==> src/sv/fpfl_pkg.sv <==
// Shared constants, codes and controller/datapath bundles for the slot pool allocator.
`default_nettype none

package fpfl_pkg;

   localparam int DEFAULT_MAX_UNITS = 64;
   localparam int DEFAULT_IDX_W     = $clog2(DEFAULT_MAX_UNITS);
   localparam int DEFAULT_CNT_W     = $clog2(DEFAULT_MAX_UNITS + 1);

   localparam logic REQ_ALLOC = 1'b0;
   localparam logic REQ_FREE  = 1'b1;

   localparam logic [1:0] STATUS_OK        = 2'd0;
   localparam logic [1:0] STATUS_EMPTY     = 2'd1;
   localparam logic [1:0] STATUS_RANGE     = 2'd2;
   localparam logic [1:0] STATUS_NOT_ALLOC = 2'd3;

   typedef struct packed {
      logic       accept;
      logic       alloc_claim;
      logic       alloc_commit;
      logic       free_unlink;
      logic       free_link;
      logic       status_we;
      logic [1:0] status_code;
      logic       load_rsp;
   } fpfl_cmd_type;

   typedef struct packed {
      logic is_alloc;
      logic pool_empty;
      logic out_of_range;
      logic slot_used;
      logic rsp_busy;
   } fpfl_stat_type;

endpackage

`default_nettype wire

==> src/sv/fpfl_if.sv <==
// Valid/ready channel interfaces for allocator requests and responses.
`default_nettype none

interface fpfl_req_if import fpfl_pkg::*; #(
   parameter int IDX_W = DEFAULT_IDX_W
);
   logic             valid;
   logic             ready;
   logic             req_type;
   logic [IDX_W-1:0] unit_index;

   modport source (output valid, req_type, unit_index, input ready);
   modport sink   (input valid, req_type, unit_index, output ready);
endinterface

interface fpfl_rsp_if import fpfl_pkg::*; #(
   parameter int IDX_W = DEFAULT_IDX_W,
   parameter int CNT_W = DEFAULT_CNT_W
);
   logic             valid;
   logic             ready;
   logic [IDX_W-1:0] granted_index;
   logic [1:0]       status;
   logic [CNT_W-1:0] free_slots;

   modport source (output valid, granted_index, status, free_slots, input ready);
   modport sink   (input valid, granted_index, status, free_slots, output ready);
endinterface

`default_nettype wire

==> src/sv/fpfl_ctrl.sv <==
// Request sequencer that steps the allocator datapath through each word.
`default_nettype none

module fpfl_ctrl import fpfl_pkg::*; (
   input  wire logic          clock,
   input  wire logic          reset,
   input  wire logic          req_valid,
   output      logic          req_ready,
   input  wire fpfl_stat_type st,
   output      fpfl_cmd_type  cmd
);

   localparam logic [2:0] ST_IDLE   = 3'd0;
   localparam logic [2:0] ST_EVAL   = 3'd1;
   localparam logic [2:0] ST_EXEC   = 3'd2;
   localparam logic [2:0] ST_UNLINK = 3'd3;
   localparam logic [2:0] ST_LINK   = 3'd4;
   localparam logic [2:0] ST_DONE   = 3'd5;

   logic [2:0] state_ff;
   logic [2:0] state_in;

   assign req_ready = (state_ff == ST_IDLE);

   always_comb begin
      cmd      = '0;
      state_in = state_ff;
      case (state_ff)
         ST_IDLE: begin
            if (req_valid) begin
               cmd.accept = 1'b1;
               state_in   = ST_EVAL;
            end
         end
         ST_EVAL: begin
            if (st.is_alloc) begin
               if (st.pool_empty) begin
                  cmd.status_we   = 1'b1;
                  cmd.status_code = STATUS_EMPTY;
                  state_in        = ST_DONE;
               end else begin
                  cmd.alloc_claim = 1'b1;
                  state_in        = ST_EXEC;
               end
            end else if (st.out_of_range) begin
               cmd.status_we   = 1'b1;
               cmd.status_code = STATUS_RANGE;
               state_in        = ST_DONE;
            end else begin
               state_in = ST_UNLINK;
            end
         end
         ST_EXEC: begin
            cmd.alloc_commit = 1'b1;
            state_in         = ST_DONE;
         end
         ST_UNLINK: begin
            if (st.slot_used) begin
               cmd.free_unlink = 1'b1;
               state_in        = ST_LINK;
            end else begin
               cmd.status_we   = 1'b1;
               cmd.status_code = STATUS_NOT_ALLOC;
               state_in        = ST_DONE;
            end
         end
         ST_LINK: begin
            cmd.free_link = 1'b1;
            state_in      = ST_DONE;
         end
         ST_DONE: begin
            if (!st.rsp_busy) begin
               cmd.load_rsp = 1'b1;
               state_in     = ST_IDLE;
            end
         end
         default: begin
            state_in = ST_IDLE;
         end
      endcase
   end

   always_ff @(posedge clock) begin
      if (reset) begin
         state_ff <= ST_IDLE;
      end else begin
         state_ff <= state_in;
      end
   end

endmodule

`default_nettype wire

==> src/sv/fpfl_dp.sv <==
// Link memories, list heads, counters and response register of the allocator.
`default_nettype none

module fpfl_dp import fpfl_pkg::*; #(
   parameter int MAX_UNITS = DEFAULT_MAX_UNITS
) (
   input  wire logic                               clock,
   input  wire logic                               reset,
   input  wire logic                               csr_wr_en,
   input  wire logic [$clog2(MAX_UNITS+1)-1:0]     csr_wr_data,
   input  wire logic                               req_type,
   input  wire logic [$clog2(MAX_UNITS)-1:0]       unit_index,
   input  wire fpfl_cmd_type                       cmd,
   output      fpfl_stat_type                      st,
   input  wire logic                               rsp_ready,
   output      logic                               rsp_valid,
   output      logic [$clog2(MAX_UNITS)-1:0]       rsp_granted_index,
   output      logic [1:0]                         rsp_status,
   output      logic [$clog2(MAX_UNITS+1)-1:0]     rsp_free_slots
);

   localparam int IDX_W = $clog2(MAX_UNITS);
   localparam int CNT_W = $clog2(MAX_UNITS + 1);
   localparam logic [CNT_W-1:0] NULL_LINK = CNT_W'(MAX_UNITS);
   localparam logic [CNT_W-1:0] ONE       = CNT_W'(1);

   logic [CNT_W-1:0] next_mem [MAX_UNITS];
   logic [CNT_W-1:0] prev_mem [MAX_UNITS];
   logic             used_mem [MAX_UNITS];

   logic [CNT_W-1:0] units_ff,      units_in;
   logic [CNT_W-1:0] free_head_ff,  free_head_in;
   logic [CNT_W-1:0] alloc_head_ff, alloc_head_in;
   logic [CNT_W-1:0] total_ff,      total_in;
   logic [CNT_W-1:0] fresh_ff,      fresh_in;
   logic             rsp_valid_ff,  rsp_valid_in;

   logic             type_ff;
   logic [IDX_W-1:0] idx_ff;
   logic [CNT_W-1:0] next_rd_ff;
   logic [CNT_W-1:0] prev_rd_ff;
   logic             used_rd_ff;
   logic [IDX_W-1:0] granted_ff;
   logic [1:0]       status_ff;
   logic [IDX_W-1:0] rsp_granted_ff;
   logic [1:0]       rsp_status_ff;
   logic [CNT_W-1:0] rsp_free_ff;

   logic             head_valid;
   logic             alloc_valid;
   logic             head_fresh;
   logic             prev_valid;
   logic             next_valid;
   logic [CNT_W-1:0] idx_link;
   logic [CNT_W-1:0] fresh_next;
   logic [CNT_W-1:0] new_head;
   logic [CNT_W-1:0] csr_units;
   logic [IDX_W-1:0] rd_next_addr;

   logic             next_we;
   logic [IDX_W-1:0] next_wa;
   logic [CNT_W-1:0] next_wd;
   logic             prev_we;
   logic [IDX_W-1:0] prev_wa;
   logic [CNT_W-1:0] prev_wd;
   logic             used_we;
   logic [IDX_W-1:0] used_wa;
   logic             used_wd;

   assign idx_link    = CNT_W'(idx_ff);
   assign head_valid  = (free_head_ff != NULL_LINK);
   assign alloc_valid = (alloc_head_ff != NULL_LINK);
   assign prev_valid  = (prev_rd_ff != NULL_LINK);
   assign next_valid  = (next_rd_ff != NULL_LINK);
   // units below the fresh mark still sit in the untouched descending tail
   assign head_fresh  = (free_head_ff < fresh_ff);
   assign fresh_next  = (free_head_ff == '0) ? NULL_LINK : (free_head_ff - ONE);
   assign new_head    = head_fresh ? fresh_next : next_rd_ff;
   assign csr_units   = (csr_wr_data == '0)      ? ONE :
                        (csr_wr_data > NULL_LINK) ? NULL_LINK : csr_wr_data;
   assign rd_next_addr = (type_ff == REQ_ALLOC) ? free_head_ff[IDX_W-1:0] : idx_ff;

   always_comb begin
      st.is_alloc     = (type_ff == REQ_ALLOC);
      st.pool_empty   = !head_valid;
      st.out_of_range = (idx_link >= units_ff);
      st.slot_used    = (idx_link >= fresh_ff) && used_rd_ff;
      st.rsp_busy     = rsp_valid_ff && !rsp_ready;
   end

   always_comb begin
      next_we = 1'b0;
      next_wa = free_head_ff[IDX_W-1:0];
      next_wd = alloc_head_ff;
      prev_we = 1'b0;
      prev_wa = free_head_ff[IDX_W-1:0];
      prev_wd = NULL_LINK;
      used_we = 1'b0;
      used_wa = free_head_ff[IDX_W-1:0];
      used_wd = 1'b1;
      if (cmd.alloc_claim) begin
         prev_we = alloc_valid;
         prev_wa = alloc_head_ff[IDX_W-1:0];
         prev_wd = free_head_ff;
         used_we = 1'b1;
      end
      if (cmd.alloc_commit) begin
         next_we = 1'b1;
         prev_we = 1'b1;
      end
      if (cmd.free_unlink) begin
         next_we = prev_valid;
         next_wa = prev_rd_ff[IDX_W-1:0];
         next_wd = next_rd_ff;
         prev_we = next_valid;
         prev_wa = next_rd_ff[IDX_W-1:0];
         prev_wd = prev_rd_ff;
         used_we = 1'b1;
         used_wa = idx_ff;
         used_wd = 1'b0;
      end
      if (cmd.free_link) begin
         next_we = 1'b1;
         next_wa = idx_ff;
         next_wd = free_head_ff;
      end
   end

   always_comb begin
      units_in      = units_ff;
      free_head_in  = free_head_ff;
      alloc_head_in = alloc_head_ff;
      total_in      = total_ff;
      fresh_in      = fresh_ff;
      rsp_valid_in  = rsp_valid_ff && !rsp_ready;
      if (csr_wr_en) begin
         units_in      = csr_units;
         free_head_in  = csr_units - ONE;
         alloc_head_in = NULL_LINK;
         total_in      = csr_units;
         fresh_in      = csr_units;
      end
      if (cmd.alloc_commit) begin
         free_head_in  = new_head;
         alloc_head_in = free_head_ff;
         total_in      = total_ff - ONE;
         if (head_fresh) begin
            fresh_in = fresh_ff - ONE;
         end
      end
      if (cmd.free_unlink && !prev_valid) begin
         alloc_head_in = next_rd_ff;
      end
      if (cmd.free_link) begin
         free_head_in = idx_link;
         total_in     = total_ff + ONE;
      end
      if (cmd.load_rsp) begin
         rsp_valid_in = 1'b1;
      end
   end

   always_ff @(posedge clock) begin
      if (reset) begin
         units_ff      <= NULL_LINK;
         free_head_ff  <= NULL_LINK - ONE;
         alloc_head_ff <= NULL_LINK;
         total_ff      <= NULL_LINK;
         fresh_ff      <= NULL_LINK;
         rsp_valid_ff  <= 1'b0;
      end else begin
         units_ff      <= units_in;
         free_head_ff  <= free_head_in;
         alloc_head_ff <= alloc_head_in;
         total_ff      <= total_in;
         fresh_ff      <= fresh_in;
         rsp_valid_ff  <= rsp_valid_in;
      end
   end

   always_ff @(posedge clock) begin
      if (cmd.accept) begin
         type_ff    <= req_type;
         idx_ff     <= unit_index;
         granted_ff <= '0;
         status_ff  <= STATUS_OK;
      end
      if (cmd.status_we) begin
         status_ff <= cmd.status_code;
      end
      if (cmd.alloc_commit) begin
         granted_ff <= free_head_ff[IDX_W-1:0];
      end
      if (cmd.load_rsp) begin
         rsp_granted_ff <= granted_ff;
         rsp_status_ff  <= status_ff;
         rsp_free_ff    <= total_ff;
      end
   end

   always_ff @(posedge clock) begin
      next_rd_ff <= next_mem[rd_next_addr];
      if (next_we) begin
         next_mem[next_wa] <= next_wd;
      end
   end

   always_ff @(posedge clock) begin
      prev_rd_ff <= prev_mem[idx_ff];
      if (prev_we) begin
         prev_mem[prev_wa] <= prev_wd;
      end
   end

   always_ff @(posedge clock) begin
      used_rd_ff <= used_mem[idx_ff];
      if (used_we) begin
         used_mem[used_wa] <= used_wd;
      end
   end

   assign rsp_valid         = rsp_valid_ff;
   assign rsp_granted_index = rsp_granted_ff;
   assign rsp_status        = rsp_status_ff;
   assign rsp_free_slots    = rsp_free_ff;

endmodule

`default_nettype wire

==> src/sv/fixed_pool_free_list_allocator.sv <==
// Top level of the fixed-size slot pool allocator with free and allocated lists.
//
//   channel   dir   handshake          payload
//   req_ch    in    valid/ready        req_type, unit_index
//   rsp_ch    out   valid/ready        granted_index, status, free_slots
//   csr_*     in    csr_wr_en          csr_wr_data (unit count)
//
// From acceptance a request steps through evaluation to done: allocate claims, commits;
// free unlinks, links; an empty pool or bad index goes to done; an unallocated slot stops
// after the unlink check. Done loads the response word once rsp_ch is not stalled.
// One request is in flight at a time; the response register holds a finished word
// while rsp_ch stalls, and the next request may be accepted meanwhile.
// Reset restores a full pool with no clearing pass; a fresh mark tracks never-used slots.
`default_nettype none

module fixed_pool_free_list_allocator import fpfl_pkg::*; #(
   parameter int MAX_UNITS = DEFAULT_MAX_UNITS
) (
   input  wire logic                           clock,
   input  wire logic                           reset,
   input  wire logic                           csr_wr_en,
   input  wire logic [$clog2(MAX_UNITS+1)-1:0] csr_wr_data,
   fpfl_req_if.sink                            req_ch,
   fpfl_rsp_if.source                          rsp_ch
);

   localparam int CNT_W = $clog2(MAX_UNITS + 1);

   fpfl_cmd_type  cmd;
   fpfl_stat_type st;
   logic          req_ready;

   fpfl_ctrl u_ctrl (
      .clock     (clock),
      .reset     (reset),
      .req_valid (req_ch.valid),
      .req_ready (req_ready),
      .st        (st),
      .cmd       (cmd)
   );

   fpfl_dp #(
      .MAX_UNITS (MAX_UNITS)
   ) u_dp (
      .clock             (clock),
      .reset             (reset),
      .csr_wr_en         (csr_wr_en),
      .csr_wr_data       (csr_wr_data),
      .req_type          (req_ch.req_type),
      .unit_index        (req_ch.unit_index),
      .cmd               (cmd),
      .st                (st),
      .rsp_ready         (rsp_ch.ready),
      .rsp_valid         (rsp_ch.valid),
      .rsp_granted_index (rsp_ch.granted_index),
      .rsp_status        (rsp_ch.status),
      .rsp_free_slots    (rsp_ch.free_slots)
   );

   assign req_ch.ready = req_ready;

   a_one_in_flight: assert property (@(posedge clock) disable iff (reset)
      (req_ch.valid && req_ready) |=> !req_ready)
      else $error("request accepted while another is in flight");

   a_single_update: assert property (@(posedge clock) disable iff (reset)
      $onehot0({cmd.alloc_claim, cmd.alloc_commit, cmd.free_unlink, cmd.free_link}))
      else $error("more than one list update in a cycle");

   a_grant_only_ok: assert property (@(posedge clock) disable iff (reset)
      (rsp_ch.valid && rsp_ch.status != STATUS_OK) |-> (rsp_ch.granted_index == '0))
      else $error("nonzero grant on a failed request");

   a_free_bound: assert property (@(posedge clock) disable iff (reset)
      rsp_ch.valid |-> (rsp_ch.free_slots <= CNT_W'(MAX_UNITS)))
      else $error("free slot count above pool size");

endmodule

`default_nettype wire
==> src/flat_wrapper.sv <==
// flat-port wrapper written by rule: the top's interface ports become plain ports
module fixed_pool_free_list_allocator_flat import fpfl_pkg::*;
#(
   parameter int MAX_UNITS = DEFAULT_MAX_UNITS
)
  (clock, reset, csr_wr_en, csr_wr_data, req_ch_valid, req_ch_req_type, req_ch_unit_index, req_ch_ready, rsp_ch_valid, rsp_ch_granted_index, rsp_ch_status, rsp_ch_free_slots, rsp_ch_ready);
  fpfl_req_if req_ch_i ();
  fpfl_rsp_if rsp_ch_i ();
  input  wire logic clock;
  input  wire logic reset;
  input  wire logic csr_wr_en;
  input  wire logic [$clog2(MAX_UNITS+1)-1:0] csr_wr_data;
  input wire logic [$bits(req_ch_i.valid)-1:0] req_ch_valid;
  input wire logic [$bits(req_ch_i.req_type)-1:0] req_ch_req_type;
  input wire logic [$bits(req_ch_i.unit_index)-1:0] req_ch_unit_index;
  output wire logic [$bits(req_ch_i.ready)-1:0] req_ch_ready;
  output wire logic [$bits(rsp_ch_i.valid)-1:0] rsp_ch_valid;
  output wire logic [$bits(rsp_ch_i.granted_index)-1:0] rsp_ch_granted_index;
  output wire logic [$bits(rsp_ch_i.status)-1:0] rsp_ch_status;
  output wire logic [$bits(rsp_ch_i.free_slots)-1:0] rsp_ch_free_slots;
  input wire logic [$bits(rsp_ch_i.ready)-1:0] rsp_ch_ready;
  assign req_ch_i.valid = req_ch_valid;
  assign req_ch_i.req_type = req_ch_req_type;
  assign req_ch_i.unit_index = req_ch_unit_index;
  assign req_ch_ready = req_ch_i.ready;
  assign rsp_ch_valid = rsp_ch_i.valid;
  assign rsp_ch_granted_index = rsp_ch_i.granted_index;
  assign rsp_ch_status = rsp_ch_i.status;
  assign rsp_ch_free_slots = rsp_ch_i.free_slots;
  assign rsp_ch_i.ready = rsp_ch_ready;
  fixed_pool_free_list_allocator #(.MAX_UNITS(MAX_UNITS)) u_core (.clock(clock), .reset(reset), .csr_wr_en(csr_wr_en), .csr_wr_data(csr_wr_data), .req_ch(req_ch_i), .rsp_ch(rsp_ch_i));
endmodule
==> config.mk <==
export PLATFORM = sky130hd
export DESIGN_NAME = fixed_pool_free_list_allocator_flat
export DESIGN_NICKNAME = d
export VERILOG_FILES = /design/src/sv/fpfl_pkg.sv /design/src/sv/fpfl_if.sv /design/src/sv/fpfl_ctrl.sv /design/src/sv/fpfl_dp.sv /design/src/sv/fixed_pool_free_list_allocator.sv /design/src/flat_wrapper.sv
export SDC_FILE = /design/constraint.sdc
export NUM_CORES = 1
export LEC_CHECK = 0
export BUFFER_PORTS_ARGS = -buffer_cell sky130_fd_sc_hd__buf_4
export CAP_MARGIN = 0
export CORE_MARGIN = 1.5
export CORE_UTILIZATION = 35
export CTS_BUF_LIST = sky130_fd_sc_hd__clkbuf_4 sky130_fd_sc_hd__clkbuf_8
export DETAILED_ROUTE_END_ITERATION = 8
export PLACE_DENSITY_LB_ADDON = 0.15
export SLEW_MARGIN = 10
export SYNTH_ARGS = -nofsm -noshare
export SYNTH_HDL_FRONTEND = slang
export SYNTH_SLANG_ARGS = --single-unit
export TNS_END_PERCENT = 1
==> constraint.sdc <==
create_clock -name clock -period 12.85 [get_ports clock]
set_input_delay 2.57 -clock clock [delete_from_list [all_inputs] [get_ports clock]]
set_output_delay 2.57 -clock clock [all_outputs]
set_load 0.01 [all_outputs]
Word-level counts from Yosys, hierarchy flattened. Memories as Yosys holds them, arrays and structs flattened. A register that Yosys moved wholly into a read port is not among the register bits. Cells that the tools add are included.

Register bits after elaboration: 69. Bits in writable memories: 960. Input port bits: 19. Output and inout port bits: 17. Logic and storage cells: 123. Memories: 3.

Memories: u_core.u_dp.next_mem (depth 64, width 7, rd ports 1, clocked after Yosys merged registers in 1, write ports 1, RTL line fpfl_dp.sv:27) `logic [CNT_W-1:0] next_mem [MAX_UNITS];`; u_core.u_dp.prev_mem (depth 64, width 7, rd ports 1, clocked after Yosys merged registers in 1, write ports 1, RTL line fpfl_dp.sv:28) `logic [CNT_W-1:0] prev_mem [MAX_UNITS];`; u_core.u_dp.used_mem (depth 64, width 1, rd ports 1, clocked after Yosys merged registers in 1, write ports 1, RTL line fpfl_dp.sv:29) `logic used_mem [MAX_UNITS];`.

$add $sub $neg: 5. $lt $le $gt $ge: 4. Equal/unequal tests: 11. Mux-type cells: 69. Reductions and logical operators: 16.

Operators with widths (count): two-way mux 7 bit (19); two-way mux 6 bit (9); two-way mux 1 bit (28); inequality test 7 bit, second input constant (4); subtractor 7 x 1 -> 7 bit, second input constant (4); two-way mux 3 bit (9); case mux 3 bit (5 select lines) (1); >= comparator 6 x 7 -> 1 bit (2); zero test 7 bit (2); adder 7 x 1 -> 7 bit, second input constant (1); greater-than comparator 7 bit, second input constant (1); less-than comparator 7 bit (1); equality test 3 x 2 -> 1 bit, second input constant (2); equality test 3 bit, second input constant (2); case mux 3 bit (2 select lines) (1); nonzero test 2 bit (3); nonzero test 3 bit (2); two-way mux 2 bit (2); inequality test 2 bit, second input constant (2); OR reduction 2 bit (2); equality test 3 x 1 -> 1 bit, second input constant (1); logical AND 1 bit (3); zero test 3 bit (1); zero test 1 bit (2); AND reduction 2 bit (1).

Depth between registers and ports, before layout. Gate-level depths: netlist of the first run.

Word-level depth: 9. Gate-level depth with buffers: 15. Mapped depth without buffers: 12.

Cells and area by module. A second synthesis of the first run with hierarchy kept.

Cell total of the unflattened synthesis: 3092. Area, all modules: 45117.0 sq um.

By module, submodules not included: fpfl_dp (times used 1, cells each 3057, area an instance 44846.8 sq um, seq. area each 30749.5 sq um); fpfl_ctrl (times used 1, cells each 35, area an instance 270.3 sq um, seq. area each 60.1 sq um).

Least setup slack after synthesis of the first run. Ideal clock, no wire load.

Kind: reg-to-reg. Start point: register u_core.u_dp.idx_ff[0]. End point: memory u_core.u_dp.next_mem[0][0] (netlist name) (data pin). Library setup time: 588 ps. Data arrival time: 5093 ps. Required time: 12262 ps. Setup slack: 7168 ps. Stages on the path, launching flop included: 16. Buffers on the path: 6. Period minus slack after synthesis: 5682 ps. Path through: edfxtp_1 > buf_2 > buf_6 > buf_2 > inv_1 > ha_1 > nor2b_1 > o21ai_1 > a211oi_2 > nor2_2 > inv_2 > buf_2 > buf_2 > buf_2 > nand2_1 > a31oi_1.

Word-level cells in the longest chain between the ends: 6.

RTL lines: start, declared (RTL line fpfl_dp.sv:39) `logic [IDX_W-1:0] idx_ff;`; start signal, assigned (RTL line fpfl_dp.sv:184) `idx_ff <= unit_index;`; >= comparator 6 x 7 -> 1 bit (RTL line fpfl_dp.sv:87) `st.slot_used = (idx_link >= fresh_ff) && used_rd_ff;`; logical AND 1 bit (RTL line fpfl_dp.sv:87); two-way mux 1 bit (RTL line fpfl_ctrl.sv:58) `if (st.slot_used) begin`; two-way mux 1 bit (RTL line fpfl_ctrl.sv:28) `case (state_ff)`; two-way mux 7 bit (RTL line fpfl_dp.sv:111) `if (cmd.free_unlink) begin`; two-way mux 7 bit (RTL line fpfl_dp.sv:122) `if (cmd.free_link) begin`; net u_core.u_dp.next_wd[0] (RTL line fpfl_dp.sv:62) `logic [CNT_W-1:0] next_wd;`; end, declared (RTL line fpfl_dp.sv:27).

The timed path passes the listed nets, and every way through them passes these cells.

Worst setup path after layout of the first run.
Start point: register u_core.u_dp.idx_ff[3]. End point: memory u_core.u_dp.next_mem[54][0] (netlist name), enable pin.

Word-level cells in the longest chain between the ends: 8. Elaborated cells on any way between the ends: 10. Those cells by class: order compare: 1; mux: 8; reduce/logical: 1.

RTL lines: >= comparator 6 x 7 -> 1 bit (RTL line fpfl_dp.sv:87); logical AND 1 bit (RTL line fpfl_dp.sv:87); two-way mux 1 bit (RTL line fpfl_ctrl.sv:58); two-way mux 1 bit (RTL line fpfl_ctrl.sv:28); two-way mux 1 bit (RTL line fpfl_dp.sv:111); two-way mux 1 bit (RTL line fpfl_dp.sv:122); two-way mux 1 bit (RTL line fpfl_dp.sv:203) `if (next_we) begin`; two-way mux 1 bit (implied by the code) (RTL line fpfl_dp.sv:204) `next_mem[next_wa] <= next_wd;`.

Several ways; a longest one is shown, not always the timed one.

==> results_dict.tcl, run 1 <==
set metrics [dict create \
    outcome "finished clean" \
    min_from "u_core.u_dp.status_ff[0]" \
    worstPathArrival_ns 5.80 \
    io_buffers 35 \
    maxCapViolCount 0 \
    cts_buffers 175 \
    cts_root_buf "clkbuf_8" \
    ys_ff_latch 1044 \
    fp-row-count 127 \
    min_period_ns 5.343 \
    leakage_uw 0.01533 \
    critPathMaxStageDelay_ns 1.05 \
    ctsResizeCount 0 \
    drt_iter0_markers 2094 \
    critPathKind "reg -> reg" \
    hold_ws_ns 0.4208 \
    vias_per_cell 5.399 \
    setup_slack_ns 7.507 \
    crit_required_ns 13.31 \
    min_to "u_core.u_dp.rsp_status[0]" \
    max_slew_margin_pct 14.26 \
    fin_nets 2451 \
    powerDensity_nw_per_um2 166.4 \
    yosys.cell_types.count 74 \
    core_area_um2 120300 \
    synth_edf_count 990 \
    first_pass_iters 5 \
    syn_area_per_cell_um2 18.67 \
    dp_slack_ns 7.437 \
    slew_viol_final 0 \
    gp_congestion 0.8026 \
    ctsLongestPathBuffers 3 \
    synthDominantCellAreaShare_pct 69.91 \
    grt_pass1_vias 23510 \
    mappedNetlistArea_um2 42520 \
    period_share_pct 41.58 \
    worstPathCellList "buf_4 -> ha_1 -> and3_1 -> a211oi_2 -> nor2_2 -> inv_2 -> buf_4 -> a311o_1 -> nand2_1 -> nor3_1" \
    setup_viol 0 \
    ys_warn_count 0 \
    critPathCaptureType "flop" \
    peakVddDrop_v 0.00009439 \
    clk-insertion-delay-late_ns 0.86 \
    antenna_found_initial 2 \
    whs_path_depth 0 \
    cpMaxStageDelayCell "nor3_1" \
    final_layout_size_suffix_gt1_share_pct 26.89 \
    synthCells 2278 \
    cts_tree "built" \
    grt_max_degree 136 \
    path_clk_slew_ns 0.06 \
    cts_setup_buffers 0 \
    track_usage_pct 17.91 \
    die_area_um2 123600 \
    grt-ovfl-total 0 \
    path_max_fanout 105 \
    num_io_pins 36 \
    r2r-start "u_core.u_dp.idx_ff[3]" \
    worst_r2r_endpoint "u_core.u_dp.next_mem[54][0]" \
    ys_async_sr_fraction_pct 0 \
    rsz0062_at_grt "no" \
    drc 0 \
    synth_flop_cell "edfxtp_1" \
    max_freq_ghz 0.1872 \
    min_path_type "reg -> reg" \
    grt_pass1_wl_mm 160.7 \
    clock_skew_ns 0.06564 \
    cp-start-kind "flop" \
    initial_core_util_pct 35.35 \
    cts_sinks 1044 \
    die_h_um 351.6 \
    fin_tns_setup_ns 0 \
    synth_largest_area_cell "edfxtp_1" \
    reg2reg_depth 10 \
    dpl.hpwl_mm 65.68 \
    h-tree-depth 4 \
    tightest_slew_ns 1.276 \
    rrSetupSlack_ns 7.51 \
    antenna_left 0 \
    syn2layout_area_growth_pct 13.76 \
    final_hold_viol_count 0 \
    routed_wl_mm 109.9 \
    cts.hold.buffers_added 0 \
    crit_top_cell "buf_4" \
    die_x_um 351.6 \
    vias 22450 \
    syn-num-nets 2320 \
    ys_top_cells_by_area "edfxtp_1 (70%), mux4_2 (15%), dfxtp_1 (2.5%), nor2_1 (1.7%), nor3_1 (1.2%)" \
    synth.most_common_cell "edfxtp_1" \
    synthTopCellsByCount "edfxtp_1 (990), mux4_2 (280), nor2_1 (191), nor3_1 (103), nand2_1 (80)" \
    yosysSeqAreaShare_pct 72.45 \
    wl_per_cell_um 26.42 \
]
[worst max-delay path by stage]
stage	from	endpoint	slack [ns]	depth (start not counted)
floorplan	u_core.u_dp.idx_ff[0]	u_core.u_dp.next_mem[0][0]	7.17	15
global placement	u_core.u_dp.free_head_ff[1]	u_core.u_dp.prev_mem[62][1]	7.50	9
detailed placement	u_core.u_dp.free_head_ff[1]	u_core.u_dp.prev_mem[62][4]	7.44	9
CTS	u_core.u_dp.free_head_ff[1]	u_core.u_dp.prev_mem[62][2]	7.44	9
global route	u_core.u_dp.idx_ff[3]	u_core.u_dp.next_mem[47][3]	7.14	10
finish	u_core.u_dp.idx_ff[3]	u_core.u_dp.next_mem[54][0]	7.51	10
[critical path, delay by kind of cell (launching register included)]
kind                     cells  cell delay, ns
AND/OR/NAND/NOR              4            1.67
buffers and inverters        3            1.47
AO/OA/AOI/OAI                2            1.07
adder cells (fa/ha/maj)      1            0.36
flip-flops                   1            0.32
[layout by cell type, fill, tap and decap left out, drive strengths merged, types with 4 or more instances in the layout]
cell	count
edfxtp	990
mux4	280
clkbuf	229
nor2	193
nor3	103
buf	82
nand2	80
clkinv	62
inv	56
dfxtp	54
a21oi	47
o21ai	39
a22o	30
ha	23
a31oi	23
nand3	22
a221oi	20
a221o	15
a211oi	15
mux2i	14
nor2b	12
a22oi	11
nand2b	9
o221ai	9
a21o	9
a32oi	8
and3	7
nor3b	7
a211o	6
or3	6
bufinv	6
nor4	5
xnor2	5
o22ai	5
a41oi	4
xor2	4
a2111oi	4
[report_power, final]
part	leakage [uW]	internal [uW]	total [uW]	switching [uW]
Sequential	0.00969	3870	3960	82.7
Combinational	0.00379	391	1130	740
Clock	0.00185	1590	2960	1370
Total	0.0153	5850	8050	2200
[through the flow]
step	power [uW]	cell area, um^2	instances	utilization [%]
after floorplan	4697	42520	2278	-
after global placement	5157	44840	3844	37.28
after detailed placement	5167	44850	3844	37.28
after CTS	8147	48360	4156	40.20
after global routing	8348	48370	4158	40.21
final	8048	48370	4158	40.21
[logic make-up after synthesis]
kind of cell / after synthesis / synth area share [%]
adders and majority gates: 23 / 0.6768
AOI/OAI and AO/OA: 273 / 4.817
muxes: 296 / 15.21
buffers and inverters: 172 / 1.724
DFF: 1044 / 72.45
xor gates and xnor gates: 9 / 0.1854
and+or+nand+nor: 461 / 4.931
[layer usage]
layer,track usage [%],vias to the layer above,routed length [um]
met5,0,-,0
met4,5.973,0,2953
met3,3.096,190,5844
met2,29.19,789,53660
met1,24.33,11770,47420
li1,-,9701,-
[state kept, by name, indices dropped and copies added (netlist names), 2 cells and up]
signal,count
u_core.u_dp.status_ff,2
u_core.u_dp.fresh_ff,7
u_core.u_dp.next_rd_ff,7
u_core.u_dp.units_ff,7
u_core.u_dp.free_head_ff,7
u_core.u_dp.idx_ff,6
u_core.u_dp.rsp_granted_index,6
u_core.u_dp.used_mem,64
u_core.u_dp.alloc_head_ff,7
u_core.u_dp.prev_rd_ff,7
u_core.u_dp.prev_mem,448
u_core.u_dp.total_ff,7
u_core.u_dp.rsp_status,2
u_core.u_dp.next_mem,448
u_core.u_dp.granted_ff,6
u_core.u_dp.rsp_free_slots,7
u_core.u_ctrl.state_ff,3
[final cells by class]
cell class | instances | area [um^2]
fillers | 10830 | 71920
flip-flops and latches | 1044 | 30810
multi-input cells | 1062 | 11210
clock buffers | 229 | 2845
well taps | 1612 | 2017
clock inverters | 83 | 668.1
repair buffers | 82 | 653.1
inverters | 44 | 165.2
diodes | 2 | 5.005
Note: power is estimated with default switching activity, not from simulation.
==> run 2: changes to the inputs <==
==> constraint.sdc (replaced) <==
create_clock -name clock -period 4.5 [get_ports clock]
set_input_delay 0.9 -clock clock [delete_from_list [all_inputs] [get_ports clock]]
set_output_delay 0.9 -clock clock [all_outputs]
set_load 0.01 [all_outputs]
==> results_dict.tcl, run 2 (synthesis gave the netlist of run 1 again) <==
set metrics [dict create \
    cts_setup_buffers 0 \
    cts_root_buf "clkbuf_8" \
    final_hold_viol_count 0 \
    rsz0062_at_grt "no" \
    clock_skew_ns 0.04183 \
    cts_tree "built" \
    core_area_um2 120300 \
    io_buffers 35 \
    power.share.clock_pct 36.4 \
    final_util_pct 41.04 \
    first_pass_iters 6 \
    final_common_cell "edfxtp_1" \
    cts_buffers 177 \
    die_x_um 351.6 \
    die_h_um 351.6 \
    clk-insertion-delay-late_ns 0.87 \
    min_period_ns 4.025 \
    p_comb_share_pct 14.3 \
    vias 23050 \
    slew_viol_final 0 \
    setup_viol 0 \
    path_clk_slew_ns 0.06 \
    final_cell_mix "edfxtp_1 (990), mux4_2 (280), buf_4 (203), nor2_1 (187), clkbuf_8 (185)" \
    dpl.hpwl_mm 68.75 \
    min_path_type "in -> reg" \
    critPathCaptureType "flop" \
    reg2reg_depth 8 \
    drc 0 \
    antenna_found_initial 3 \
    syn2layout_area_growth_pct 16.10 \
    track_usage_pct 18.33 \
    crit_required_ns 5.18 \
    worstPathArrival_ns 4.70 \
    powerDensity_nw_per_um2 463.3 \
    period_share_pct 89.45 \
    max_freq_ghz 0.2484 \
    peakVddDrop_v 0.0003177 \
    grt_pass1_wl_mm 163.4 \
    vias_per_cell 5.356 \
    outcome "finished clean" \
    grt_pass1_vias 23900 \
    initial_core_util_pct 35.35 \
    fp-row-count 127 \
    max_slew_margin_pct 19.41 \
    cts_sinks 1044 \
    swShare_pct 26.76 \
    final_layout_size_suffix_gt1_share_pct 30.23 \
    ctsResizeCount 0 \
    cts.hold.buffers_added 0 \
    maxCapViolCount 0 \
    leakage_uw 0.01603 \
    whs_path_depth 1 \
    antenna_left 0 \
    reg.largest.list "u_core.u_dp.next_mem (448), u_core.u_dp.prev_mem (448), u_core.u_dp.used_mem (64)" \
    path_max_fanout 46 \
    num_io_pins 36 \
    hold_ws_ns 0.2404 \
    grt_max_degree 135 \
    routed_wl_mm 112.4 \
    fin_nets 2582 \
    tightest_slew_ns 1.209 \
    switching_power_uw 6121 \
    wl_per_cell_um 26.12 \
    die_area_um2 123600 \
    h-tree-depth 4 \
    ctsLongestPathBuffers 3 \
    grt-ovfl-total 0 \
    p_int_uw 16750 \
    finalPower_uw 22870 \
    critPathKind "reg -> reg" \
    gp_congestion 0.8558 \
    drt_iter0_markers 2272 \
    pwr-share-seq_pct 49.3 \
    cp-start-kind "flop" \
]
## run 2: power by group through the flow
stage / clock network (uW) / logic, uW / registers [uW]
global route: 8980 / 3500 / 11300
detailed placement: 0 / 3300 / 11500
global placement: 0 / 3280 / 11500
floorplan: 0 / 2060 / 11400
finish: 8320 / 3270 / 11300
CTS: 8560 / 3310 / 11300
## run 2: area by class of cell
type | count | area (um^2)
Clock inverter | 78 | 478.0
Sequential cell | 1044 | 30810
Timing Repair Buffer | 211 | 1684
Inverter | 44 | 165.2
Tap cell | 1612 | 2017
Fill cell | 10820 | 70920
Multi-Input combinational cell | 1062 | 11190
Antenna cell | 5 | 12.51
Clock buffer | 247 | 3012
## run 2: per-stage QoR
| stage | area (um^2) | setup TNS, ns | instances | worst slack, ns |
|---|---|---|---|---|
| floorplan | 42610 | -104.84 | 2278 | -0.5430 |
| global placement | 45870 | 0 | 3973 | 0.5304 |
| detailed placement | 45870 | 0 | 3973 | 0.4875 |
| CTS | 49360 | 0 | 4298 | 0.4719 |
| global route | 49370 | 0 | 4301 | 0.3618 |
| finish | 49370 | 0 | 4303 | 0.4746 |
## run 2: final timing paths
| kind | endpoint | startpoint | slack (ns) |
|---|---|---|---|
| worst max-delay path | u_core.u_dp.next_rd_ff[0] | u_core.u_dp.type_ff | 0.47 |
| worst min-delay path | u_core.u_dp.idx_ff[3] | req_ch_unit_index[3] | 0.24 |
| worst max register to register | u_core.u_dp.next_rd_ff[0] | u_core.u_dp.type_ff | 0.47 |
| worst min register to register | u_core.u_dp.rsp_status[0] | u_core.u_dp.status_ff[0] | 0.41 |
## run 2: layer usage
| layer | part of all wire [%] | vias to the layer above | GRT usage (%) | wire (um) |
|---|---|---|---|---|
| li1 | - | 9984 | - | - |
| met2 | 49 | 678 | 30.11 | 55430 |
| met5 | 0 | - | 0 | 0 |
| met3 | 5.0 | 170 | 3.513 | 5667 |
| met1 | 43 | 12220 | 24.76 | 48770 |
| met4 | 2.2 | 0 | 5.428 | 2525 |
## run 2: worst max-delay path, stage by stage, from the launching register on
cell and delay, ns:
edfxtp_1 0.85, mux2i_4 0.37, buf_12 0.30, buf_12 0.38, mux4_2 0.60, a22o_1 0.26
a221o_1 0.27, a22oi_1 0.41, o221ai_1 0.31
==> run 3: changes to the inputs <==
==> constraint.sdc (replaced) <==
create_clock -name clock -period 5.1 [get_ports clock]
set_input_delay 1.02 -clock clock [delete_from_list [all_inputs] [get_ports clock]]
set_output_delay 1.02 -clock clock [all_outputs]
set_load 0.01 [all_outputs]
==> results_dict.tcl, run 3 (synthesis gave the netlist of run 1 again) <==
set metrics [dict create \
    vias_per_cell 5.411 \
    fp-row-count 127 \
    fin_nets 2538 \
    cts_root_buf "clkbuf_8" \
    ctsResizeCount 0 \
    io_buffers 35 \
    grt_max_degree 137 \
    drc 0 \
    hold_ws_ns 0.3547 \
    wl_per_cell_um 26.22 \
    die_h_um 351.6 \
    antenna_found_initial 1 \
    r2r-start "u_core.u_dp.idx_ff[0]" \
    clock_skew_ns 0.04698 \
    die_x_um 351.6 \
    crit_path_end "u_core.u_dp.next_rd_ff[3]" \
    rrSetupSlack_ns 0.60 \
    worstPathArrival_ns 5.22 \
    period_share_pct 88.19 \
    min_period_ns 4.497 \
    die_area_um2 123600 \
    critPathKind "reg -> reg" \
    grt_pass1_vias 23640 \
    dpl.hpwl_mm 68.67 \
    final_layout_size_suffix_gt1_share_pct 29.51 \
    max_slew_margin_pct 17.86 \
    core_area_um2 120300 \
    worst_r2r_endpoint "u_core.u_dp.next_rd_ff[3]" \
    cts_tree "built" \
    critPathCaptureType "flop" \
    final_cell_mix "edfxtp_1 (990), mux4_2 (280), clkbuf_8 (189), nor2_1 (187), buf_4 (166)" \
    cts_sinks 1044 \
    initial_core_util_pct 35.35 \
    h-tree-depth 4 \
    max_freq_ghz 0.2223 \
    ctsLongestPathBuffers 3 \
    leakage_uw 0.01581 \
    routed_wl_mm 111.3 \
    cts_buffers 172 \
    track_usage_pct 18.19 \
    fin_tns_setup_ns 0 \
    grt-ovfl-total 0 \
    cts_setup_buffers 0 \
    outcome "finished clean" \
    crit_required_ns 5.82 \
    first_pass_iters 6 \
    maxCapViolCount 0 \
    vias 22980 \
    clk-insertion-delay-late_ns 0.88 \
    peakVddDrop_v 0.0002707 \
    antenna_left 0 \
    powerDensity_nw_per_um2 411.4 \
    drt_iter0_markers 2028 \
    reg2reg_depth 9 \
    rsz0062_at_grt "no" \
    grt_pass1_wl_mm 162.6 \
    reg.largest.list "u_core.u_dp.next_mem (448), u_core.u_dp.prev_mem (448), u_core.u_dp.used_mem (64)" \
    syn2layout_area_growth_pct 15.29 \
    final_common_cell "edfxtp_1" \
    setup_viol 0 \
    tightest_slew_ns 1.223 \
    startpoint "u_core.u_dp.idx_ff[0]" \
    gp_congestion 0.8530 \
    cts.hold.buffers_added 0 \
    slew_viol_final 0 \
    final_hold_viol_count 0 \
    num_io_pins 36 \
    path_max_fanout 93 \
    cp-start-kind "flop" \
    path_clk_slew_ns 0.06 \
    min_path_type "in -> reg" \
]
## run 3: cell types whose count changed in the layout (fill, tap and decap cells not counted), moves of 2 or more
cell,previous run,this run
clkinv_2,13,11
clkbuf_4,62,60
clkbuf_8,185,189
diode_2,5,2
clkinv_1,51,35
buf_4,203,166
buf_12,8,6
## run 3: worst min-delay path by stage
stage                                    from                                to  slack [ns]  depth (start not counted)
finish                   req_ch_unit_index[1]             u_core.u_dp.idx_ff[1]        0.35                          1
global route             req_ch_unit_index[1]             u_core.u_dp.idx_ff[1]        0.29                          1
CTS                      req_ch_unit_index[1]             u_core.u_dp.idx_ff[1]        0.26                          1
detailed placement   u_core.u_dp.status_ff[0]         u_core.u_dp.rsp_status[0]        0.41                          0
global placement     u_core.u_dp.status_ff[1]         u_core.u_dp.rsp_status[1]        0.41                          0
floorplan           u_core.u_dp.granted_ff[0]  u_core.u_dp.rsp_granted_index[0]        0.40                          0
## run 3: report_power, final
group,switching (uW),total (uW),internal (uW)
sequential,194,9950,9750
combinational,1830,2850,1010
clock,3410,7380,3970
total,5440,20200,14700
## run 3: critical path, stage by stage, from the launching register on
cell,delay [ns]
edfxtp_1,0.36
buf_4,0.73
buf_12,0.64
mux2i_4,0.34
buf_12,0.28
mux4_2,0.50
a22o_1,0.27
a221o_1,0.32
a22oi_1,0.43
o221ai_1,0.21
## run 3: cell type report
| class | count | area (um^2) |
|---|---|---|
| clock inverter | 62 | 410.4 |
| tap | 1612 | 2017 |
| clock buffer | 249 | 3052 |
| fill | 10790 | 71260 |
| timing repair buffer | 172 | 1366 |
| multi-input combinational | 1062 | 11200 |
| antenna | 2 | 5.005 |
| sequential | 1044 | 30810 |
| inverter | 44 | 165.2 |
## run 3: routing by layer
layer	wire length (um)	track usage, %	vias up	part of all wire [%]
met4	3034	6.386	0	2.7
met5	0	0	-	0
met3	6339	3.254	183	5.7
li1	-	-	9873	-
met2	52860	28.64	822	47
met1	49110	25.42	12100	44
## run 3: through the flow
stage                     power [uW]  cell area [um^2]  util (%)  cells  worst slack [ns]
final                          20170             49030     40.76   4247            0.6026
after global routing           20910             49030     40.76   4247            0.3082
after CTS                      20420             49020     40.75   4245            0.5063
after detailed placement       13000             45560     37.87   3934            0.5038
after global placement         12970             45550     37.87   3934            0.5064
after floorplan                11830             42550         -   2278           -0.5816
